[src/sv/wsd_pkg.sv]
// ----------------------------------------------------------------------------
// wsd_pkg
// shared types and constants of the websocket frame deframer
// ----------------------------------------------------------------------------
package wsd_pkg;

	localparam logic [1:0] ERR_NONE  = 2'd0;
	localparam logic [1:0] ERR_PROTO = 2'd1;
	localparam logic [1:0] ERR_TEXT  = 2'd2;
	localparam logic [1:0] ERR_BIG   = 2'd3;

	localparam logic [3:0] OPC_CONT     = 4'd0;
	localparam logic [3:0] OPC_TEXT     = 4'd1;
	localparam logic [3:0] OPC_BIN      = 4'd2;
	localparam logic [3:0] OPC_RSV_LO   = 4'd3;
	localparam logic [3:0] OPC_RSV_HI   = 4'd7;
	localparam logic [3:0] OPC_CTRL_MIN = 4'd8;
	localparam logic [3:0] OPC_CTRL_MAX = 4'd10;

	localparam logic [3:0] OPC_MASK  = 4'h0F;
	localparam logic [6:0] LEN7_EXT16 = 7'd126;
	localparam logic [6:0] LEN7_EXT64 = 7'd127;
	localparam logic [3:0] EXT16_BYTES = 4'd2;
	localparam logic [3:0] EXT64_BYTES = 4'd8;
	localparam logic [3:0] KEY_BYTES   = 4'd4;
	localparam logic [3:0] BASE_HDR    = 4'd2;

	localparam logic [31:0] MAX_FRAME_LEN_RST = 32'd65536;

	typedef struct packed {
		logic [7:0] payload_byte;
		logic [3:0] frame_opcode;
		logic       has_data;
		logic       msg_end;
		logic [1:0] error_code;
	} result_t;

endpackage

[src/sv/wsd_if.sv]
// ----------------------------------------------------------------------------
// wsd_in_if / wsd_out_if
// valid/ready channels of the deframer: received bytes in, results out
// ----------------------------------------------------------------------------
interface wsd_in_if;
	logic       valid;
	logic       ready;
	logic [7:0] rx_byte;

	modport source (output valid, output rx_byte, input ready);
	modport sink (input valid, input rx_byte, output ready);
endinterface

interface wsd_out_if;
	logic       valid;
	logic       ready;
	logic [7:0] payload_byte;
	logic [3:0] frame_opcode;
	logic       has_data;
	logic       msg_end;
	logic [1:0] error_code;

	modport source (output valid, output payload_byte, output frame_opcode,
		output has_data, output msg_end, output error_code, input ready);
	modport sink (input valid, input payload_byte, input frame_opcode,
		input has_data, input msg_end, input error_code, output ready);
endinterface

[src/sv/wsd_core.sv]
// ----------------------------------------------------------------------------
// wsd_core
// frame header and payload state machine, one byte per step
// ----------------------------------------------------------------------------
module wsd_core #(
	parameter int LENGTH_BITS = 64
) (
	input  logic                clk,
	input  logic                arst_n,
	input  logic                step,
	input  logic [7:0]          rx_byte,
	input  logic [31:0]         max_frame_len,
	output wsd_pkg::result_t    res,
	output logic                res_valid
);

	localparam int CW = (LENGTH_BITS > 33) ? LENGTH_BITS : 33;

	localparam logic [2:0] PH_HDR1  = 3'd0;
	localparam logic [2:0] PH_HDR2  = 3'd1;
	localparam logic [2:0] PH_EXT   = 3'd2;
	localparam logic [2:0] PH_KEY   = 3'd3;
	localparam logic [2:0] PH_DATA  = 3'd4;
	localparam logic [2:0] PH_STUCK = 3'd5;

	logic [2:0]             phase_q, phase_d;
	logic                   fin_q, fin_d;
	logic                   mask_q, mask_d;
	logic [3:0]             opc_q, opc_d;
	logic [LENGTH_BITS-1:0] rem_q, rem_d;
	logic [3:0]             cnt_q, cnt_d;
	logic [31:0]            key_q, key_d;
	logic [1:0]             idx_q, idx_d;
	logic                   frag_q, frag_d;
	logic [1:0]             err_q, err_d;
	logic [3:0]             hext_q, hext_d;

	logic [3:0]             opc_in;
	logic                   fin_in;
	logic [6:0]             len7;
	logic [LENGTH_BITS-1:0] rem_shift;
	logic [LENGTH_BITS-1:0] len_cand;
	logic                   mask_eff;
	logic [3:0]             hdr_len;
	logic [CW-1:0]          lim_w, hdr_w, rem_w;
	logic                   too_big;
	logic                   do_known;
	logic                   fail_en;
	logic [1:0]             fail_code;
	logic [7:0]             key_byte;
	logic                   last_byte;

	assign opc_in    = rx_byte[3:0] & wsd_pkg::OPC_MASK;
	assign fin_in    = rx_byte[7];
	assign len7      = rx_byte[6:0];
	assign rem_shift = {rem_q[LENGTH_BITS-9:0], rx_byte};
	assign len_cand  = (phase_q == PH_HDR2) ? LENGTH_BITS'(len7) : rem_shift;
	assign mask_eff  = (phase_q == PH_HDR2) ? rx_byte[7] : mask_q;
	assign hdr_len   = wsd_pkg::BASE_HDR + ((phase_q == PH_HDR2) ? 4'd0 : hext_q)
		+ (mask_eff ? wsd_pkg::KEY_BYTES : 4'd0);
	assign lim_w     = CW'(max_frame_len);
	assign hdr_w     = CW'(hdr_len);
	assign rem_w     = CW'(len_cand);
	assign too_big   = (lim_w < hdr_w) || (rem_w > (lim_w - hdr_w));
	assign key_byte  = key_q[8*(3-idx_q) +: 8];
	assign last_byte = (rem_q == LENGTH_BITS'(1));

	always_comb begin
		phase_d   = phase_q;
		fin_d     = fin_q;
		mask_d    = mask_q;
		opc_d     = opc_q;
		rem_d     = rem_q;
		cnt_d     = cnt_q;
		key_d     = key_q;
		idx_d     = idx_q;
		frag_d    = frag_q;
		err_d     = err_q;
		hext_d    = hext_q;
		res       = '0;
		res_valid = 1'b0;
		do_known  = 1'b0;
		fail_en   = 1'b0;
		fail_code = wsd_pkg::ERR_NONE;

		case (phase_q)
			PH_HDR1: begin
				if (rx_byte[6:4] != 3'd0) begin
					fail_en   = 1'b1;
					fail_code = wsd_pkg::ERR_PROTO;
				end else if ((opc_in >= wsd_pkg::OPC_RSV_LO && opc_in <= wsd_pkg::OPC_RSV_HI)
						|| opc_in > wsd_pkg::OPC_CTRL_MAX) begin
					fail_en   = 1'b1;
					fail_code = wsd_pkg::ERR_PROTO;
				end else if (opc_in == wsd_pkg::OPC_TEXT) begin
					fail_en   = 1'b1;
					fail_code = wsd_pkg::ERR_TEXT;
				end else if (!fin_in && opc_in >= wsd_pkg::OPC_CTRL_MIN) begin
					fail_en   = 1'b1;
					fail_code = wsd_pkg::ERR_PROTO;
				end else if (fin_in && opc_in == wsd_pkg::OPC_BIN && frag_q) begin
					fail_en   = 1'b1;
					fail_code = wsd_pkg::ERR_PROTO;
				end else begin
					if (opc_in < wsd_pkg::OPC_CTRL_MIN) begin
						frag_d = !fin_in;
					end
					fin_d   = fin_in;
					opc_d   = opc_in;
					phase_d = PH_HDR2;
				end
			end
			PH_HDR2: begin
				mask_d = rx_byte[7];
				rem_d  = '0;
				if (len7 == wsd_pkg::LEN7_EXT16) begin
					hext_d  = wsd_pkg::EXT16_BYTES;
					cnt_d   = wsd_pkg::EXT16_BYTES;
					phase_d = PH_EXT;
				end else if (len7 == wsd_pkg::LEN7_EXT64) begin
					hext_d  = wsd_pkg::EXT64_BYTES;
					cnt_d   = wsd_pkg::EXT64_BYTES;
					phase_d = PH_EXT;
				end else begin
					hext_d   = 4'd0;
					rem_d    = len_cand;
					do_known = 1'b1;
				end
			end
			PH_EXT: begin
				if (rem_q[LENGTH_BITS-1 -: 8] != 8'd0) begin
					fail_en   = 1'b1;
					fail_code = wsd_pkg::ERR_BIG;
				end else begin
					rem_d = rem_shift;
					cnt_d = cnt_q - 4'd1;
					if (cnt_q == 4'd1) begin
						do_known = 1'b1;
					end
				end
			end
			PH_KEY: begin
				key_d = {key_q[23:0], rx_byte};
				cnt_d = cnt_q - 4'd1;
				if (cnt_q == 4'd1) begin
					idx_d = 2'd0;
					if (rem_q == '0) begin
						phase_d = PH_HDR1;
						if (fin_q) begin
							res.frame_opcode = opc_q;
							res.msg_end      = 1'b1;
							res_valid        = 1'b1;
						end
					end else begin
						phase_d = PH_DATA;
					end
				end
			end
			PH_DATA: begin
				idx_d = idx_q + 2'd1;
				rem_d = rem_q - LENGTH_BITS'(1);
				if (last_byte) begin
					phase_d = PH_HDR1;
				end
				res.payload_byte = mask_q ? (rx_byte ^ key_byte) : rx_byte;
				res.frame_opcode = opc_q;
				res.has_data     = 1'b1;
				res.msg_end      = last_byte && fin_q;
				res_valid        = 1'b1;
			end
			default: begin
				phase_d        = PH_STUCK;
				res.error_code = err_q;
				res_valid      = 1'b1;
			end
		endcase

		// header complete: size check, then key, empty frame or payload
		if (do_known) begin
			if (too_big) begin
				fail_en   = 1'b1;
				fail_code = wsd_pkg::ERR_BIG;
			end else if (mask_eff) begin
				phase_d = PH_KEY;
				cnt_d   = wsd_pkg::KEY_BYTES;
				key_d   = '0;
				idx_d   = 2'd0;
			end else if (len_cand == '0) begin
				phase_d = PH_HDR1;
				if (fin_q) begin
					res.frame_opcode = opc_q;
					res.msg_end      = 1'b1;
					res_valid        = 1'b1;
				end
			end else begin
				phase_d = PH_DATA;
			end
		end

		if (fail_en) begin
			err_d          = fail_code;
			phase_d        = PH_STUCK;
			res            = '0;
			res.error_code = fail_code;
			res_valid      = 1'b1;
		end
	end

	always_ff @(posedge clk or negedge arst_n) begin
		if (!arst_n) begin
			phase_q <= PH_HDR1;
			fin_q   <= 1'b0;
			mask_q  <= 1'b0;
			opc_q   <= '0;
			rem_q   <= '0;
			cnt_q   <= '0;
			key_q   <= '0;
			idx_q   <= '0;
			frag_q  <= 1'b0;
			err_q   <= wsd_pkg::ERR_NONE;
			hext_q  <= '0;
		end else if (step) begin
			phase_q <= phase_d;
			fin_q   <= fin_d;
			mask_q  <= mask_d;
			opc_q   <= opc_d;
			rem_q   <= rem_d;
			cnt_q   <= cnt_d;
			key_q   <= key_d;
			idx_q   <= idx_d;
			frag_q  <= frag_d;
			err_q   <= err_d;
			hext_q  <= hext_d;
		end
	end

endmodule

[src/sv/websocket_frame_deframer_unit.sv]
// ----------------------------------------------------------------------------
// websocket_frame_deframer_unit
// parses a received byte stream into unmasked, opcode-tagged payload items
//
//   channel  dir  carries
//   rx       in   rx_byte, one received byte per item
//   tx       out  payload_byte, frame_opcode, has_data, msg_end, error_code
//   cfg      in   max_frame_len write (cfg_wr_en, cfg_wr_data)
//
// one byte is taken every cycle that rx is ready; the header/payload
// state advances in the cycle a byte is taken and any result lands in
// the output register, which is refilled in the cycle it is taken, so rx
// only stalls while a result waits and tx is not ready
// reset returns to the first header byte and max_frame_len to 65536
// ----------------------------------------------------------------------------
module websocket_frame_deframer_unit #(
	parameter int LENGTH_BITS = 64
) (
	input  logic        clk,
	input  logic        arst_n,
	wsd_in_if.sink      rx,
	wsd_out_if.source   tx,
	input  logic        cfg_wr_en,
	input  logic [31:0] cfg_wr_data
);

	logic [31:0]      max_len_q;
	logic             out_valid_q;
	wsd_pkg::result_t out_q;
	wsd_pkg::result_t res;
	logic             res_valid;
	logic             step;
	logic             room;

	assign room     = !out_valid_q || tx.ready;
	assign rx.ready = room;
	assign step     = rx.valid && room;

	wsd_core #(
		.LENGTH_BITS(LENGTH_BITS)
	) u_core (
		.clk(clk),
		.arst_n(arst_n),
		.step(step),
		.rx_byte(rx.rx_byte),
		.max_frame_len(max_len_q),
		.res(res),
		.res_valid(res_valid)
	);

	always_ff @(posedge clk or negedge arst_n) begin
		if (!arst_n) begin
			max_len_q <= wsd_pkg::MAX_FRAME_LEN_RST;
		end else if (cfg_wr_en) begin
			max_len_q <= cfg_wr_data;
		end
	end

	always_ff @(posedge clk or negedge arst_n) begin
		if (!arst_n) begin
			out_valid_q <= 1'b0;
		end else if (room) begin
			out_valid_q <= step && res_valid;
		end
	end

	always_ff @(posedge clk) begin
		if (step && res_valid) begin
			out_q <= res;
		end
	end

	assign tx.valid        = out_valid_q;
	assign tx.payload_byte = out_q.payload_byte;
	assign tx.frame_opcode = out_q.frame_opcode;
	assign tx.has_data     = out_q.has_data;
	assign tx.msg_end      = out_q.msg_end;
	assign tx.error_code   = out_q.error_code;

endmodule

[src/flat_wrapper.sv]
// flat-port wrapper written by rule: the top's interface ports become plain ports
module websocket_frame_deframer_unit_flat 
#(
	parameter int LENGTH_BITS = 64
)
  (clk, arst_n, cfg_wr_en, cfg_wr_data, rx_valid, rx_rx_byte, rx_ready, tx_valid, tx_payload_byte, tx_frame_opcode, tx_has_data, tx_msg_end, tx_error_code, tx_ready);
  wsd_in_if rx_i ();
  wsd_out_if tx_i ();
  input  logic clk;
  input  logic arst_n;
  input  logic cfg_wr_en;
  input  logic [31:0] cfg_wr_data;
  input wire logic [$bits(rx_i.valid)-1:0] rx_valid;
  input wire logic [$bits(rx_i.rx_byte)-1:0] rx_rx_byte;
  output wire logic [$bits(rx_i.ready)-1:0] rx_ready;
  output wire logic [$bits(tx_i.valid)-1:0] tx_valid;
  output wire logic [$bits(tx_i.payload_byte)-1:0] tx_payload_byte;
  output wire logic [$bits(tx_i.frame_opcode)-1:0] tx_frame_opcode;
  output wire logic [$bits(tx_i.has_data)-1:0] tx_has_data;
  output wire logic [$bits(tx_i.msg_end)-1:0] tx_msg_end;
  output wire logic [$bits(tx_i.error_code)-1:0] tx_error_code;
  input wire logic [$bits(tx_i.ready)-1:0] tx_ready;
  assign rx_i.valid = rx_valid;
  assign rx_i.rx_byte = rx_rx_byte;
  assign rx_ready = rx_i.ready;
  assign tx_valid = tx_i.valid;
  assign tx_payload_byte = tx_i.payload_byte;
  assign tx_frame_opcode = tx_i.frame_opcode;
  assign tx_has_data = tx_i.has_data;
  assign tx_msg_end = tx_i.msg_end;
  assign tx_error_code = tx_i.error_code;
  assign tx_i.ready = tx_ready;
  websocket_frame_deframer_unit #(.LENGTH_BITS(LENGTH_BITS)) u_core (.clk(clk), .arst_n(arst_n), .rx(rx_i), .tx(tx_i), .cfg_wr_en(cfg_wr_en), .cfg_wr_data(cfg_wr_data));
endmodule
[config.mk]
export PLATFORM = sky130hd
export DESIGN_NAME = websocket_frame_deframer_unit_flat
export DESIGN_NICKNAME = d
export VERILOG_FILES = /design/src/sv/wsd_pkg.sv /design/src/sv/wsd_if.sv /design/src/sv/wsd_core.sv /design/src/sv/websocket_frame_deframer_unit.sv /design/src/flat_wrapper.sv
export SDC_FILE = /design/constraint.sdc
export NUM_CORES = 1
export LEC_CHECK = 0
export BUFFER_PORTS_ARGS = -buffer_cell sky130_fd_sc_hd__buf_2
export CAP_MARGIN = 20
export CORE_MARGIN = 4
export CORE_UTILIZATION = 50
export DETAILED_ROUTE_END_ITERATION = 8
export PLACE_DENSITY = 0.71
export REMOVE_ABC_BUFFERS = 1
export SYNTH_ARGS = -nofsm -noshare
export SYNTH_HDL_FRONTEND = slang
export SYNTH_SLANG_ARGS = --single-unit
[constraint.sdc]
create_clock -name clk -period 18.63 [get_ports clk]
set_input_delay 0.9315 -clock clk [delete_from_list [all_inputs] [get_ports clk]]
set_output_delay 0.9315 -clock clk [all_outputs]
set_load 0.1 [all_outputs]
==> results by group, run 1 <==
Status
  • Status: complete, no violations

Route
  • DRC viols: 0
  • Top layer in use: met4
  • Met3 Wirelength: 1726 microns
  • WL/cell: 18.96 microns
  • Drt total wl: a little under 30,000 microns
  • DRT iter0 DRCs: between 800 and 900
  • Via density: about 6.4
  • M1 WL: 12,580 microns
  • Routed wl met2: approximately 14,000 microns
  • Post-route ant nets: 0
  • Drt first pass iters: 6
  • Via count: 9,922

STA
  • Least-Margin Pin Slew: between 1 and 1.5 ns
  • Worst slew margin: 0.2392
  • Final number of setup-violating endpoints: 0
  • Final period utilization: 0.4305
  • Clk_skew: approximately 0.018 ns
  • Final Hold Viols: 0
  • Max-slew violation count: 0
  • Sum Neg Setup Slack: 0 ns
  • Tmin final: 8.020 ns
  • F_max: 0.1247 GHz
  • RSZ-0062 raised after global routing: false

Clock tree
  • Clock Tree Root: clkbuf_16
  • Num CTS Buffers: 17
  • Cells resized by post-CTS repair: 0
  • CTS sink cnt: 165
  • Setup bufs post-CTS: 0
  • Htree depth: 4
  • CTS Buffer Depth: 2
  • TritonCTS clock tree: built
  • Worst-Skew Late Latency: 0.45 ns
  • Post-CTS Hold Fix Bufs: 0
  • Worst-path clk slew: about 0.080 ns

Placed design
  • Cell Area, Placed: roughly 12,000 sq um
  • Port Buf Inserts: 62
  • Post-DP HPWL: between 20,000 and 25,000 microns
  • Gp weighted congestion: between 0.8 and 0.9
  • Inst Count DP: 1,517

Logic synthesis
  • Synth Flop Type: dfrtp_1
  • Seq/Total Area, Yosys: 0.3785
  • Post-Synth XOR/XNOR Area: 0.03071
  • Main combinational cell family by area after synthesis: compound AO/OA/AOI/OAI gates
  • Post-synthesis mux area share: 0.05163
  • Post-synthesis cell area: roughly 11,000 sq um
  • Post-synthesis register bit count: roughly 170
  • Distinct cells, synth: 81
  • Adder-cell share of the synthesized area: 0.08098
  • Simple-gate share of the synthesized area: 0.2009
  • Syn avg cell area: between 8 and 9 sq um
  • Yosys warning count: 0
  • EDFF count, synth: 16
  • Complex-gate fraction of the synthesized area: 0.2171
  • Mapped Cells: ~1,200
  • Async set or reset register ratio after synthesis: 0.9030

Global routing
  • Total track usage: 0.2412
  • Grt ovf: 0
  • Initial antenna violation count: 0
  • Global-route wire length before repair: 48,570 microns
  • Largest net degree at the start of global routing: 86
  • Vias in the first global route: approximately 9,400

Setup path
  • Worst Path Arrival: a little over 8 ns
  • Crit-path cells: nand2_2 -> nor2_1 -> a21oi_1 -> ha_1 -> nor2b_1 -> o21ai_0 -> and2_1 -> nand2_1 -> or4_1 -> or2_2 -> or4_2 -> ha_1 -> a21oi_1 -> o21ai_0 -> a222oi_1 -> o211ai_1 -> nor4_1 -> o21ai_0 -> a221oi_1 -> nor2_1 -> buf_6
  • Slowest CP cell: or4_2
  • Slowest stage delay, CP: between 1 and 1.5 ns
  • Cell count of the worst reg-to-reg path: 21
  • Cell with the most instances on the worst path: o21ai_0
  • Critical path required time: 18.83 ns
  • Type of the worst setup path: reg2reg
  • Critical Path Sink Type: flip-flop
  • Critical-path maximum fanout: 32
  • CP startpoint kind: flip-flop

Final layout
  • Design area: around 12,000 sq um
  • Layout Area Growth over Synthesis: 9.470%
  • Layout cells sized above 1: 0.1362
  • Post-route core utilization: 0.5580
  • Most frequent cells in the layout: dfrtp_1 (148), o21ai_0 (144), nor2_1 (106)
  • Commonest non-fill, non-tap cell in the layout: dfrtp_1
  • Fin nets: roughly 1,400
  • Final non-filler cell total: about 1,600

Hold path
  • Worst min path class: reg2reg
  • Hold Path Depth: 1

Floorplanning
  • Rows: between 50 and 60
  • Die width: between 150 and 200 microns
  • Die height: 157.2 microns
  • Core area: between 20,000 and 25,000 sq um
  • I/O Pins: 63
  • Initial Utilization: 0.5097
  • Die footprint: 24,700 sq um

Pwr
  • Final Power: around 1.5 mW
  • IR drop worst, VDD: 0.06630 mV
  • P_leak: 5.122 nW
  • Power Dens Cells: roughly 120 nW/um^2

Run
  • Max_cap viols: 0
==> layer usage <==
metal	global-route usage	up-vias
met3	0.04537	49
met1	0.3226	4835
li1	-	4653
met2	0.3981	385
met5	0	-
met4	0.07784	0
==> logic make-up after synthesis <==
family / after synthesis
adder cells (fa/ha/maj): 72
XOR/XNOR: 39
buffers and inverters: 102
flip-flops: 165
multiplexers: 43
AO/OA/AOI/OAI: 388
AND/OR/NAND/NOR: 431
==> worst paths after layout <==
kind / from / slack [ns] / endpoint
worst max-delay path: u_core.u_core.phase_q[0]$_DFFE_PN0P_ / 10.61 / u_core.tx.frame_opcode[1]$_SDFFCE_PP0P_
worst min-delay path: u_core.u_core.opc_q[2]$_DFFE_PN0P_ / 0.49 / u_core.u_core.opc_q[2]$_DFFE_PN0P_
worst max register to register: u_core.u_core.phase_q[0]$_DFFE_PN0P_ / 10.61 / u_core.tx.frame_opcode[1]$_SDFFCE_PP0P_
worst min register to register: u_core.u_core.opc_q[2]$_DFFE_PN0P_ / 0.49 / u_core.u_core.opc_q[2]$_DFFE_PN0P_
max in group asynchronous: arst_n / 16.70 / u_core.u_core.rem_q[47]$_DFFE_PN0P_
min in group asynchronous: arst_n / 0.52 / u_core.u_core.key_q[19]$_DFFE_PN0P_
==> per-stage QoR <==
stage	hold slack (ns)	setup WS (ns)
2_1_floorplan	0.4442	11.29
4_1_cts	0.4867	10.73
3_3_place_gp	0.4614	10.52
6_report	0.4872	10.61
3_5_place_dp	0.4625	10.59
5_1_grt	0.5167	10.15
==> Yosys cell counts (6+ instances only) <==
library cell  instances  area, sq um
nand2b_1              7        43.79
nor3_1               42        210.2
mux2_2               35        394.1
and3_1                8        50.05
mux4_2                8        180.2
edfxtp_1             16        480.5
xnor2_1              25        219.0
or4_1                 9        67.56
a21oi_1              94        470.5
nand4_1              19        118.9
nor2_1              106        397.9
nor2b_1              55        344.1
nand3_1              29        145.1
a22oi_1              25        187.7
or3_1                10        62.56
ha_1                 72        900.9
a32oi_1              17        148.9
and2_1                8        50.05
nand2_1              80        300.3
a221oi_1              6        52.55
nor4_1               28        175.2
dfrtp_1             148         3704
clkbuf_1             54        202.7
buf_1                 6        22.52
o22ai_1               6        37.54
inv_1                30        112.6
a31oi_1              16        100.1
o21ai_0             145        725.7
a22o_1               31        271.5
xor2_1               14        122.6
==> cell type report <==
| cell class | count | area [sq um] |
|---|---|---|
| sequential | 165 | 4210 |
| inverter | 30 | 112.6 |
| multi-input combinational | 973 | 6505 |
| tap | 280 | 350.3 |
| clock buffer | 17 | 425.4 |
| timing repair buffer | 70 | 392.9 |
| clock inverter | 15 | 178.9 |
| fill | 1939 | 9646 |
| antenna | 1 | 2.502 |
==> critical path: cells and delay by family, from the launching register on <==
family          cells  cell delay (ns)
flops               1             0.80
fa+ha+maj           2             0.76
buf+inv             1             0.20
simple gates       10             4.09
compound gates      8             1.94
==> power breakdown <==
part / internal, mW / switching, mW
Combinational: 0.218 / 0.393
Clock: 0.182 / 0.181
Sequential: 0.414 / 0.0927
Total: 0.814 / 0.667
==> sequential cells by signal, indices dropped and copies added (netlist names) <==
name,count
u_core.tx.msg_end,1
u_core.u_core.mask_q,1
u_core.u_core.idx_q,2
u_core.tx.valid,1
u_core.u_core.key_q,32
u_core.max_len_q,32
u_core.u_core.phase_q,3
u_core.tx.frame_opcode,4
u_core.tx.error_code,2
u_core.u_core.fin_q,1
u_core.tx.has_data,1
u_core.u_core.err_q,2
u_core.u_core.cnt_q,4
u_core.u_core.frag_q,1
u_core.u_core.hext_q,2
u_core.u_core.opc_q,4
u_core.u_core.rem_q,64
u_core.tx.payload_byte,8
(Power assumes the default switching activity.)
==> inputs of run 2 (changes only) <==
clock period = 8 ns   (was 18.63 ns; I/O delays follow)
==> results by group, run 2 (same netlist as run 1, synthesis figures left out) <==
Clock tree
  • CTS Buffer Depth: 2 (unchanged)
  • CTS sink cnt: 165 (unchanged)
  • Setup bufs post-CTS: 0 (unchanged)
  • Num CTS Buffers: 17 (unchanged)
  • Htree depth: 4 (unchanged)
  • TritonCTS clock tree: built
  • Clock Tree Root: clkbuf_16
  • Worst-Skew Late Latency: 0.45 ns (about the same)
  • Worst-path clk slew: 0.07 ns (about the same)

Route
  • Drt first pass iters: 6 (unchanged)
  • Post-route ant nets: 0 (unchanged)
  • Via density: 6.331 (-1.0%)
  • DRC viols: 0 (unchanged)
  • Drt total wl: 29,290 microns (-0.39%)
  • DRT iter0 DRCs: 928 (+4.6%)
  • Via count: 9,870 (-0.52%)
  • WL/cell: 18.79 microns (-0.91%)

Final layout
  • Fin nets: 1,383 (+0.66%)
  • Max reg flops: 64 (unchanged)
  • Commonest non-fill, non-tap cell in the layout: dfrtp_1
  • Design area: 12,290 sq um (+0.92%)
  • Largest reg by FF count: u_core.u_core.rem_q
  • Number of diodes: 0 (-1)
  • Post-route core utilization: 0.5632 (+0.005160)
  • Biggest regs: u_core.u_core.rem_q (64), u_core.max_len_q (32), u_core.u_core.key_q (32)
  • Layout cells sized above 1: 0.1431 (+0.006860)
  • Most frequent cells in the layout: dfrtp_1 (148), o21ai_0 (144), nor2_1 (106)
  • Filler Cells Inserted: 1,915 (-1.2%)
  • Layout Area Growth over Synthesis: 10.48%

Setup path
  • Critical Path Start: u_core.u_core.phase_q[1]$_DFFE_PN0P_
  • Critical Path Sink Type: flip-flop
  • Cell count of the worst reg-to-reg path: 22 (+4.8%)
  • Worst R2R End: u_core.tx.frame_opcode[3]$_SDFFCE_PP0P_
  • End point of the critical path: u_core.tx.frame_opcode[3]$_SDFFCE_PP0P_
  • Type of the worst setup path: reg2reg
  • Reg2Reg Setup Slack: 0.63 ns (-9.98 ns)
  • Critical path required time: 8.20 ns (-10.63 ns)
  • CP startpoint kind: flip-flop
  • Worst Path Arrival: 7.57 ns (-0.65 ns)
  • Critical-path maximum fanout: 32 (unchanged)
  • Worst R2R Start: u_core.u_core.phase_q[1]$_DFFE_PN0P_

Pwr
  • Final Power: 3.520 mW (+140%)
  • Pint: 1.938 mW (+140%)
  • Power Dens Cells: 286.4 nW/um^2 (+140%)
  • IR drop worst, VDD: 0.1403 mV (+110%)
  • Power share of the clock group: 0.246 (about the same)
  • P_leak: 5.186 nW (+1.2%)
  • Logic pwr share: 0.422 (+0.010)
  • Sequential power share: 0.332 (-0.010)
  • Switching share of power: 0.4494 (-0.0008077)
  • P_sw: 1.582 mW (+140%)

STA
  • Clk_skew: 0.01846 ns (+0.0002553 ns)
  • F_max: 0.1357 GHz (+8.8%)
  • Tmin final: 7.369 ns (-0.6509 ns)
  • Worst slew margin: 0.3339 (+0.09461)
  • Final number of setup-violating endpoints: 0 (unchanged)
  • Max-slew violation count: 0 (unchanged)
  • Sum Neg Setup Slack: 0 ns (unchanged)
  • Least-Margin Pin Slew: 0.9992 ns (-0.1407 ns)
  • Final period utilization: 0.9212 (+0.4907)
  • RSZ-0062 raised after global routing: false
  • Final Hold Viols: 0 (unchanged)

Floorplanning
  • Die footprint: 24,700 sq um (unchanged)
  • Initial Utilization: 0.5097 (unchanged)
  • Core area: 21,820 sq um (unchanged)
  • Die height: 157.2 microns (unchanged)
  • Rows: 54 (unchanged)
  • I/O Pins: 63 (unchanged)
  • Die width: 157.2 microns (unchanged)

Global routing
  • Largest net degree at the start of global routing: 120 (+40%)
  • Grt ovf: 0 (unchanged)
  • Vias in the first global route: 9,452 (+0.12%)
  • Total track usage: 0.2401 (-0.001144)
  • Initial antenna violation count: 0 (unchanged)
  • Global-route wire length before repair: 48,360 microns (-0.44%)

Status
  • Status: complete, no violations

Run
  • Max_cap viols: 0 (unchanged)

Placed design
  • Post-DP HPWL: 20,130 microns (-0.50%)
  • Port Buf Inserts: 62 (unchanged)
  • Gp weighted congestion: 0.8673 (-2.8%)
  • Cell Area, Placed: 11,600 sq um (+0.42%)

Hold path
  • Worst min path class: in2reg
==> run 2: cell count changes in the layout (fill, tap and decap cells not counted), moves of 2 or more <==
cell / change
inv_6: +2
buf_4: +8
clkinvlp_4: -2
inv_8: -3
buf_16: +2
inv_12: +3
clkinv_4: +2
==> run 2: cell type report <==
cell class                      instances  area, sq um  share of cell area
Sequential cell                       165         4210              0.3426
Inverter                               30        112.6            0.009162
Clock buffer                           17        425.4             0.03461
Multi-Input combinational cell        973         6511              0.5298
Tap cell                              280        350.3             0.02850
Clock inverter                         15        193.9             0.01578
Timing Repair Buffer                   79        486.7             0.03960
==> run 2: worst max-delay path: stages (launching register included) <==
cell      delay, ns
dfrtp_1        0.39
nor2_1         0.14
nand2_2        0.15
nor2_1         0.19
a21oi_1        0.09
ha_1           0.34
nor2b_1        0.15
o21ai_0        0.20
and2_1         0.22
nand2_1        0.12
or4_1          0.59
or2_2          0.39
or4_2          1.03
ha_1           0.44
a21oi_1        0.15
o21ai_0        0.09
a222oi_1       0.37
o211ai_1       0.20
nor4_2         0.63
o21ai_0        0.34
a221oi_1       0.44
nor2_1         0.20
buf_4          0.23
==> run 2: stage by stage <==
stage / worst slack, ns / hold slack (ns) / instances
5_1_grt: 0.08966 / 0.1683 / 1559
3_3_place_gp: 0.5768 / 0.4411 / 1523
4_1_cts: 0.4418 / 0.1612 / 1557
2_1_floorplan: 0.6641 / 0.1044 / 1168
6_report: 0.6305 / 0.1648 / 1559
3_5_place_dp: 0.4339 / 0.4395 / 1524
==> run 2: worst min path at each step <==
| stage | end | slack [ns] | start | cells after the start |
|---|---|---|---|---|
| detailed placement | u_core.u_core.key_q[3]$_DFFE_PN0P_ | 0.44 | arst_n | 1 |
| global placement | u_core.u_core.key_q[1]$_DFFE_PN0P_ | 0.44 | arst_n | 1 |
| finish | u_core.max_len_q[1]$_DFFE_PN0P_ | 0.16 | cfg_wr_data[1] | 3 |
| floorplan | u_core.max_len_q[0]$_DFFE_PN0P_ | 0.10 | arst_n | 0 |
| global route | u_core.max_len_q[16]$_DFFE_PN1P_ | 0.17 | cfg_wr_data[16] | 2 |
| CTS | u_core.max_len_q[1]$_DFFE_PN0P_ | 0.16 | cfg_wr_data[1] | 3 |
==> run 2: layer usage <==
layer  routed length [microns]  part of all wire  track usage
met1                     12890              0.44       0.3261
met2                     13790              0.47       0.3790
met3                      1644             0.056      0.04619
met4                       969             0.033      0.09873
met5                         0                 0            0
==> run 2: power groups by stage <==
| stage | Clock (mW) | Sequential [mW] | Combinational (mW) |
|---|---|---|---|
| 2_1_floorplan | 0 | 1.17 | 1.00 |
| 3_3_place_gp | 0 | 1.17 | 1.40 |
| 3_5_place_dp | 0 | 1.17 | 1.43 |
| 4_1_cts | 0.881 | 1.16 | 1.44 |
| 5_1_grt | 0.916 | 1.18 | 1.65 |
| 6_report | 0.867 | 1.17 | 1.49 |
==> run 2: repair_timing <==
item                       4_1_cts  5_1_grt
hold endpoints to repair        47        0
setup endpoints to repair        0       16
resized for setup                0        1
hold buffers                     1        0
==> inputs of run 3 (changes only) <==
ABC_AREA = 1   (was not set)
==> results by group, run 3 <==
Status
  • Status: complete, no violations

STA
  • Sum Neg Setup Slack: 0 ns (unchanged)
  • Max-slew violation count: 0 (unchanged)
  • Clk_skew: 0.01685 ns (-0.001608 ns)
  • Worst slew margin: 0.3551 (+0.02125)
  • Final period utilization: 0.7622 (-0.1590)
  • Least-Margin Pin Slew: 0.9673 ns (-0.03188 ns)
  • Final WS setup: 1.902 ns (+1.272 ns)
  • Tmin final: 6.098 ns (-1.272 ns)
  • Final number of setup-violating endpoints: 0 (unchanged)
  • F_max: 0.1640 GHz (+21%)
  • RSZ-0062 raised after global routing: false
  • Final Hold Viols: 0 (unchanged)

Global routing
  • Vias in the first global route: 11,453 (+21%)
  • Global-route wire length before repair: 56,980 microns (+18%)
  • Grt ovf: 0 (unchanged)
  • Largest net degree at the start of global routing: 92 (-23%)
  • Total track usage: 0.2444 (+0.004294)
  • Initial antenna violation count: 0 (unchanged)

Hold path
  • Worst min path class: in2reg

Clock tree
  • TritonCTS clock tree: built
  • CTS sink cnt: 165 (unchanged)
  • Setup bufs post-CTS: 0 (unchanged)
  • Cells resized by post-CTS repair: 0 (unchanged)
  • Worst-path clk slew: 0.08 ns (about the same)
  • Worst-Skew Late Latency: 0.45 ns (about the same)
  • Clock Tree Root: clkbuf_16
  • Htree depth: 4 (unchanged)
  • CTS Buffer Depth: 2 (unchanged)
  • Num CTS Buffers: 17 (unchanged)

Pwr
  • P_leak: 6.545 nW (+26%)
  • Final Power: 4.052 mW (+15%)
  • IR drop worst, VDD: 0.1425 mV (+1.6%)
  • Power Dens Cells: 293.0 nW/um^2 (+2.3%)

Floorplanning
  • Core area: 24,600 sq um (+13%)
  • Die width: 167.0 microns (+6.3%)
  • Rows: 57 (+5.6%)
  • Initial Utilization: 0.5138 (+0.004060)
  • I/O Pins: 63 (unchanged)
  • Die height: 167.0 microns (+6.3%)
  • Die footprint: 27,890 sq um (+13%)

Route
  • Post-route ant nets: 0 (unchanged)
  • Drt first pass iters: 5 (-1)
  • DRC viols: 0 (unchanged)
  • Via count: 11,990 (+21%)
  • Drt total wl: 34,070 microns (+16%)
  • WL/cell: 15.87 microns (-16%)
  • DRT iter0 DRCs: 1,013 (+9.2%)
  • Via density: 5.585 (-12%)

Final layout
  • Biggest regs: u_core.u_core.rem_q (64), u_core.max_len_q (32), u_core.u_core.key_q (32)
  • Layout cells sized above 1: 0.1081 (-0.03502)
  • Post-route core utilization: 0.5620 (-0.001218)
  • Max reg flops: 64 (unchanged)
  • Commonest non-fill, non-tap cell in the layout: nand2_1
  • Design area: 13,830 sq um (+13%)
  • Largest reg by FF count: u_core.u_core.rem_q
  • Layout Area Growth over Synthesis: 9.372%
  • Number of diodes: 0 (unchanged)
  • Fin nets: 1,927 (+39%)
  • Most frequent cells in the layout: nand2_1 (335), inv_1 (271), nor2_1 (174)

Logic synthesis
  • Leading area contributor after synthesis: dfrtp_1
  • Post-synth top cells: nand2_1 (335), inv_1 (271), nor2_1 (175)
  • Area contributors post-synth: dfrtp_1 (29%), nand2_1 (9.9%), inv_1 (8.0%), ha_1 (7.1%), o21ai_0 (5.8%)
  • Synth Flop Type: dfrtp_1
  • Post-synthesis cell area: 12,640 sq um (+14%)
  • Post-synthesis register bit count: 165 (unchanged)
  • Share of the synthesized area in the top cell type: 0.2930 (-0.03997)
  • EDFF count, synth: 16 (unchanged)
  • Distinct cells, synth: 60 (-26%)
  • Syn avg cell area: 7.106 sq um (-21%)
  • Seq/Total Area, Yosys: 0.3330 (-0.04544)
  • Dominant cell by count in the synthesized netlist: nand2_1
  • Mapped Cells: 1,779 (+43%)
  • Async set or reset register ratio after synthesis: 0.9030 (unchanged)
  • Yosys warning count: 0 (unchanged)

Setup path
  • Buf/Inv on CP: 6 (+5)
  • CP startpoint kind: flip-flop
  • Slowest stage delay, CP: 0.52 ns (-0.51 ns)
  • CP top delay family: simple AND/OR/NAND/NOR gates
  • Worst Path Arrival: 6.18 ns (-1.39 ns)
  • Critical path required time: 8.08 ns (-0.12 ns)
  • Critical Path Sink Type: flip-flop
  • Cell with the most instances on the worst path: nand2_1
  • Critical-path maximum fanout: 32 (unchanged)
  • Type of the worst setup path: reg2reg
  • Slowest CP cell: inv_1

Placed design
  • Gp weighted congestion: 0.9118 (+5.1%)
  • Cell Area, Placed: 13,170 sq um (+14%)
  • Post-DP HPWL: 24,150 microns (+20%)
  • Post-Place Worst Slack: 1.973 ns (+1.539 ns)
  • Port Buf Inserts: 62 (unchanged)

Run
  • Max_cap viols: 0 (unchanged)
==> run 3: changes by cell type in the layout (fill, tap and decap cells not counted), moves of 22 or more <==
cell | before | now
nand2_1 | 79 | 335
inv_1 | 30 | 271
nor2_1 | 106 | 174
nor2b_1 | 55 | 0
nand3_1 | 29 | 79
a21oi_1 | 94 | 143
a22o_1 | 31 | 0
o22ai_1 | 6 | 36
mux2_2 | 35 | 8
xnor2_1 | 25 | 2
xor2_1 | 14 | 36
==> run 3: cell type report <==
type,instances,area (sq um)
timing repair buffer,74,429.2
fill,2392,10780
clock buffer,17,425.4
tap,324,405.4
multi-input combinational,1260,7061
inverter,292,1099
sequential,165,4210
clock inverter,15,197.7
==> run 3: worst paths after layout <==
| check | endpoint | slack [ns] | cells after the start | from |
|---|---|---|---|---|
| max | u_core.tx.error_code[0]$_DFFE_PP_ | 1.90 | 33 | u_core.u_core.phase_q[2]$_DFFE_PN0P_ |
| min | u_core.max_len_q[20]$_DFFE_PN0P_ | 0.15 | 3 | cfg_wr_data[20] |
| max reg2reg | u_core.tx.error_code[0]$_DFFE_PP_ | 1.90 | 33 | u_core.u_core.phase_q[2]$_DFFE_PN0P_ |
| min reg2reg | u_core.u_core.opc_q[2]$_DFFE_PN0P_ | 0.50 | 2 | u_core.u_core.opc_q[2]$_DFFE_PN0P_ |
| max in group asynchronous | u_core.u_core.rem_q[31]$_DFFE_PN0P_ | 6.40 | 4 | arst_n |
| min in group asynchronous | u_core.u_core.key_q[0]$_DFFE_PN0P_ | 0.51 | 2 | arst_n |
==> run 3: tightest hold or removal path, delay by kind of cell <==
family	cells	cell delay [ns]
and+or+nand+nor	1	0.04
buffers and inverters	1	0.08
AOI/OAI and AO/OA	1	0.05
==> run 3: routing by layer <==
| layer | GRT usage | up-vias | routed length (microns) |
|---|---|---|---|
| met5 | 0 | - | 0 |
| met2 | 0.4007 | 374 | 15940 |
| met3 | 0.04503 | 41 | 2121 |
| met1 | 0.3346 | 5624 | 15510 |
| met4 | 0.06439 | 0 | 504 |
| li1 | - | 5951 | - |
==> run 3: timing repair <==
item                                    4_1_cts  5_1_grt
hold endpoints to repair                      7        0
hold buffers                                  1        0
endpoints found under the setup margin        0        0
==> run 3: cell families (layout without fill, tap and decap cells) <==
| logic type | Yosys count | after routing | synth area share |
|---|---|---|---|
| and+or+nand+nor | 720 | 720 | 0.2633 |
| AOI/OAI and AO/OA | 422 | 422 | 0.1899 |
| buffers and inverters | 354 | 398 | 0.1091 |
| DFF | 165 | 165 | 0.3330 |
| adders and majority gates | 72 | 72 | 0.07126 |
| xor gates and xnor gates | 38 | 38 | 0.02633 |
| muxes | 8 | 8 | 0.007126 |
==> run 3: where the power goes <==
| group | switching (mW) | internal [mW] |
|---|---|---|
| Clock | 0.435 | 0.429 |
| Combinational | 1.15 | 0.613 |
| Sequential | 0.337 | 1.09 |
==> run 3: per-stage QoR <==
step                      cells  hold WS [ns]
after floorplan            1717        0.1044
after global placement     2113        0.4751
after detailed placement   2113        0.4652
after CTS                  2146        0.1445
after global routing       2147        0.1520
final                      2147        0.1532
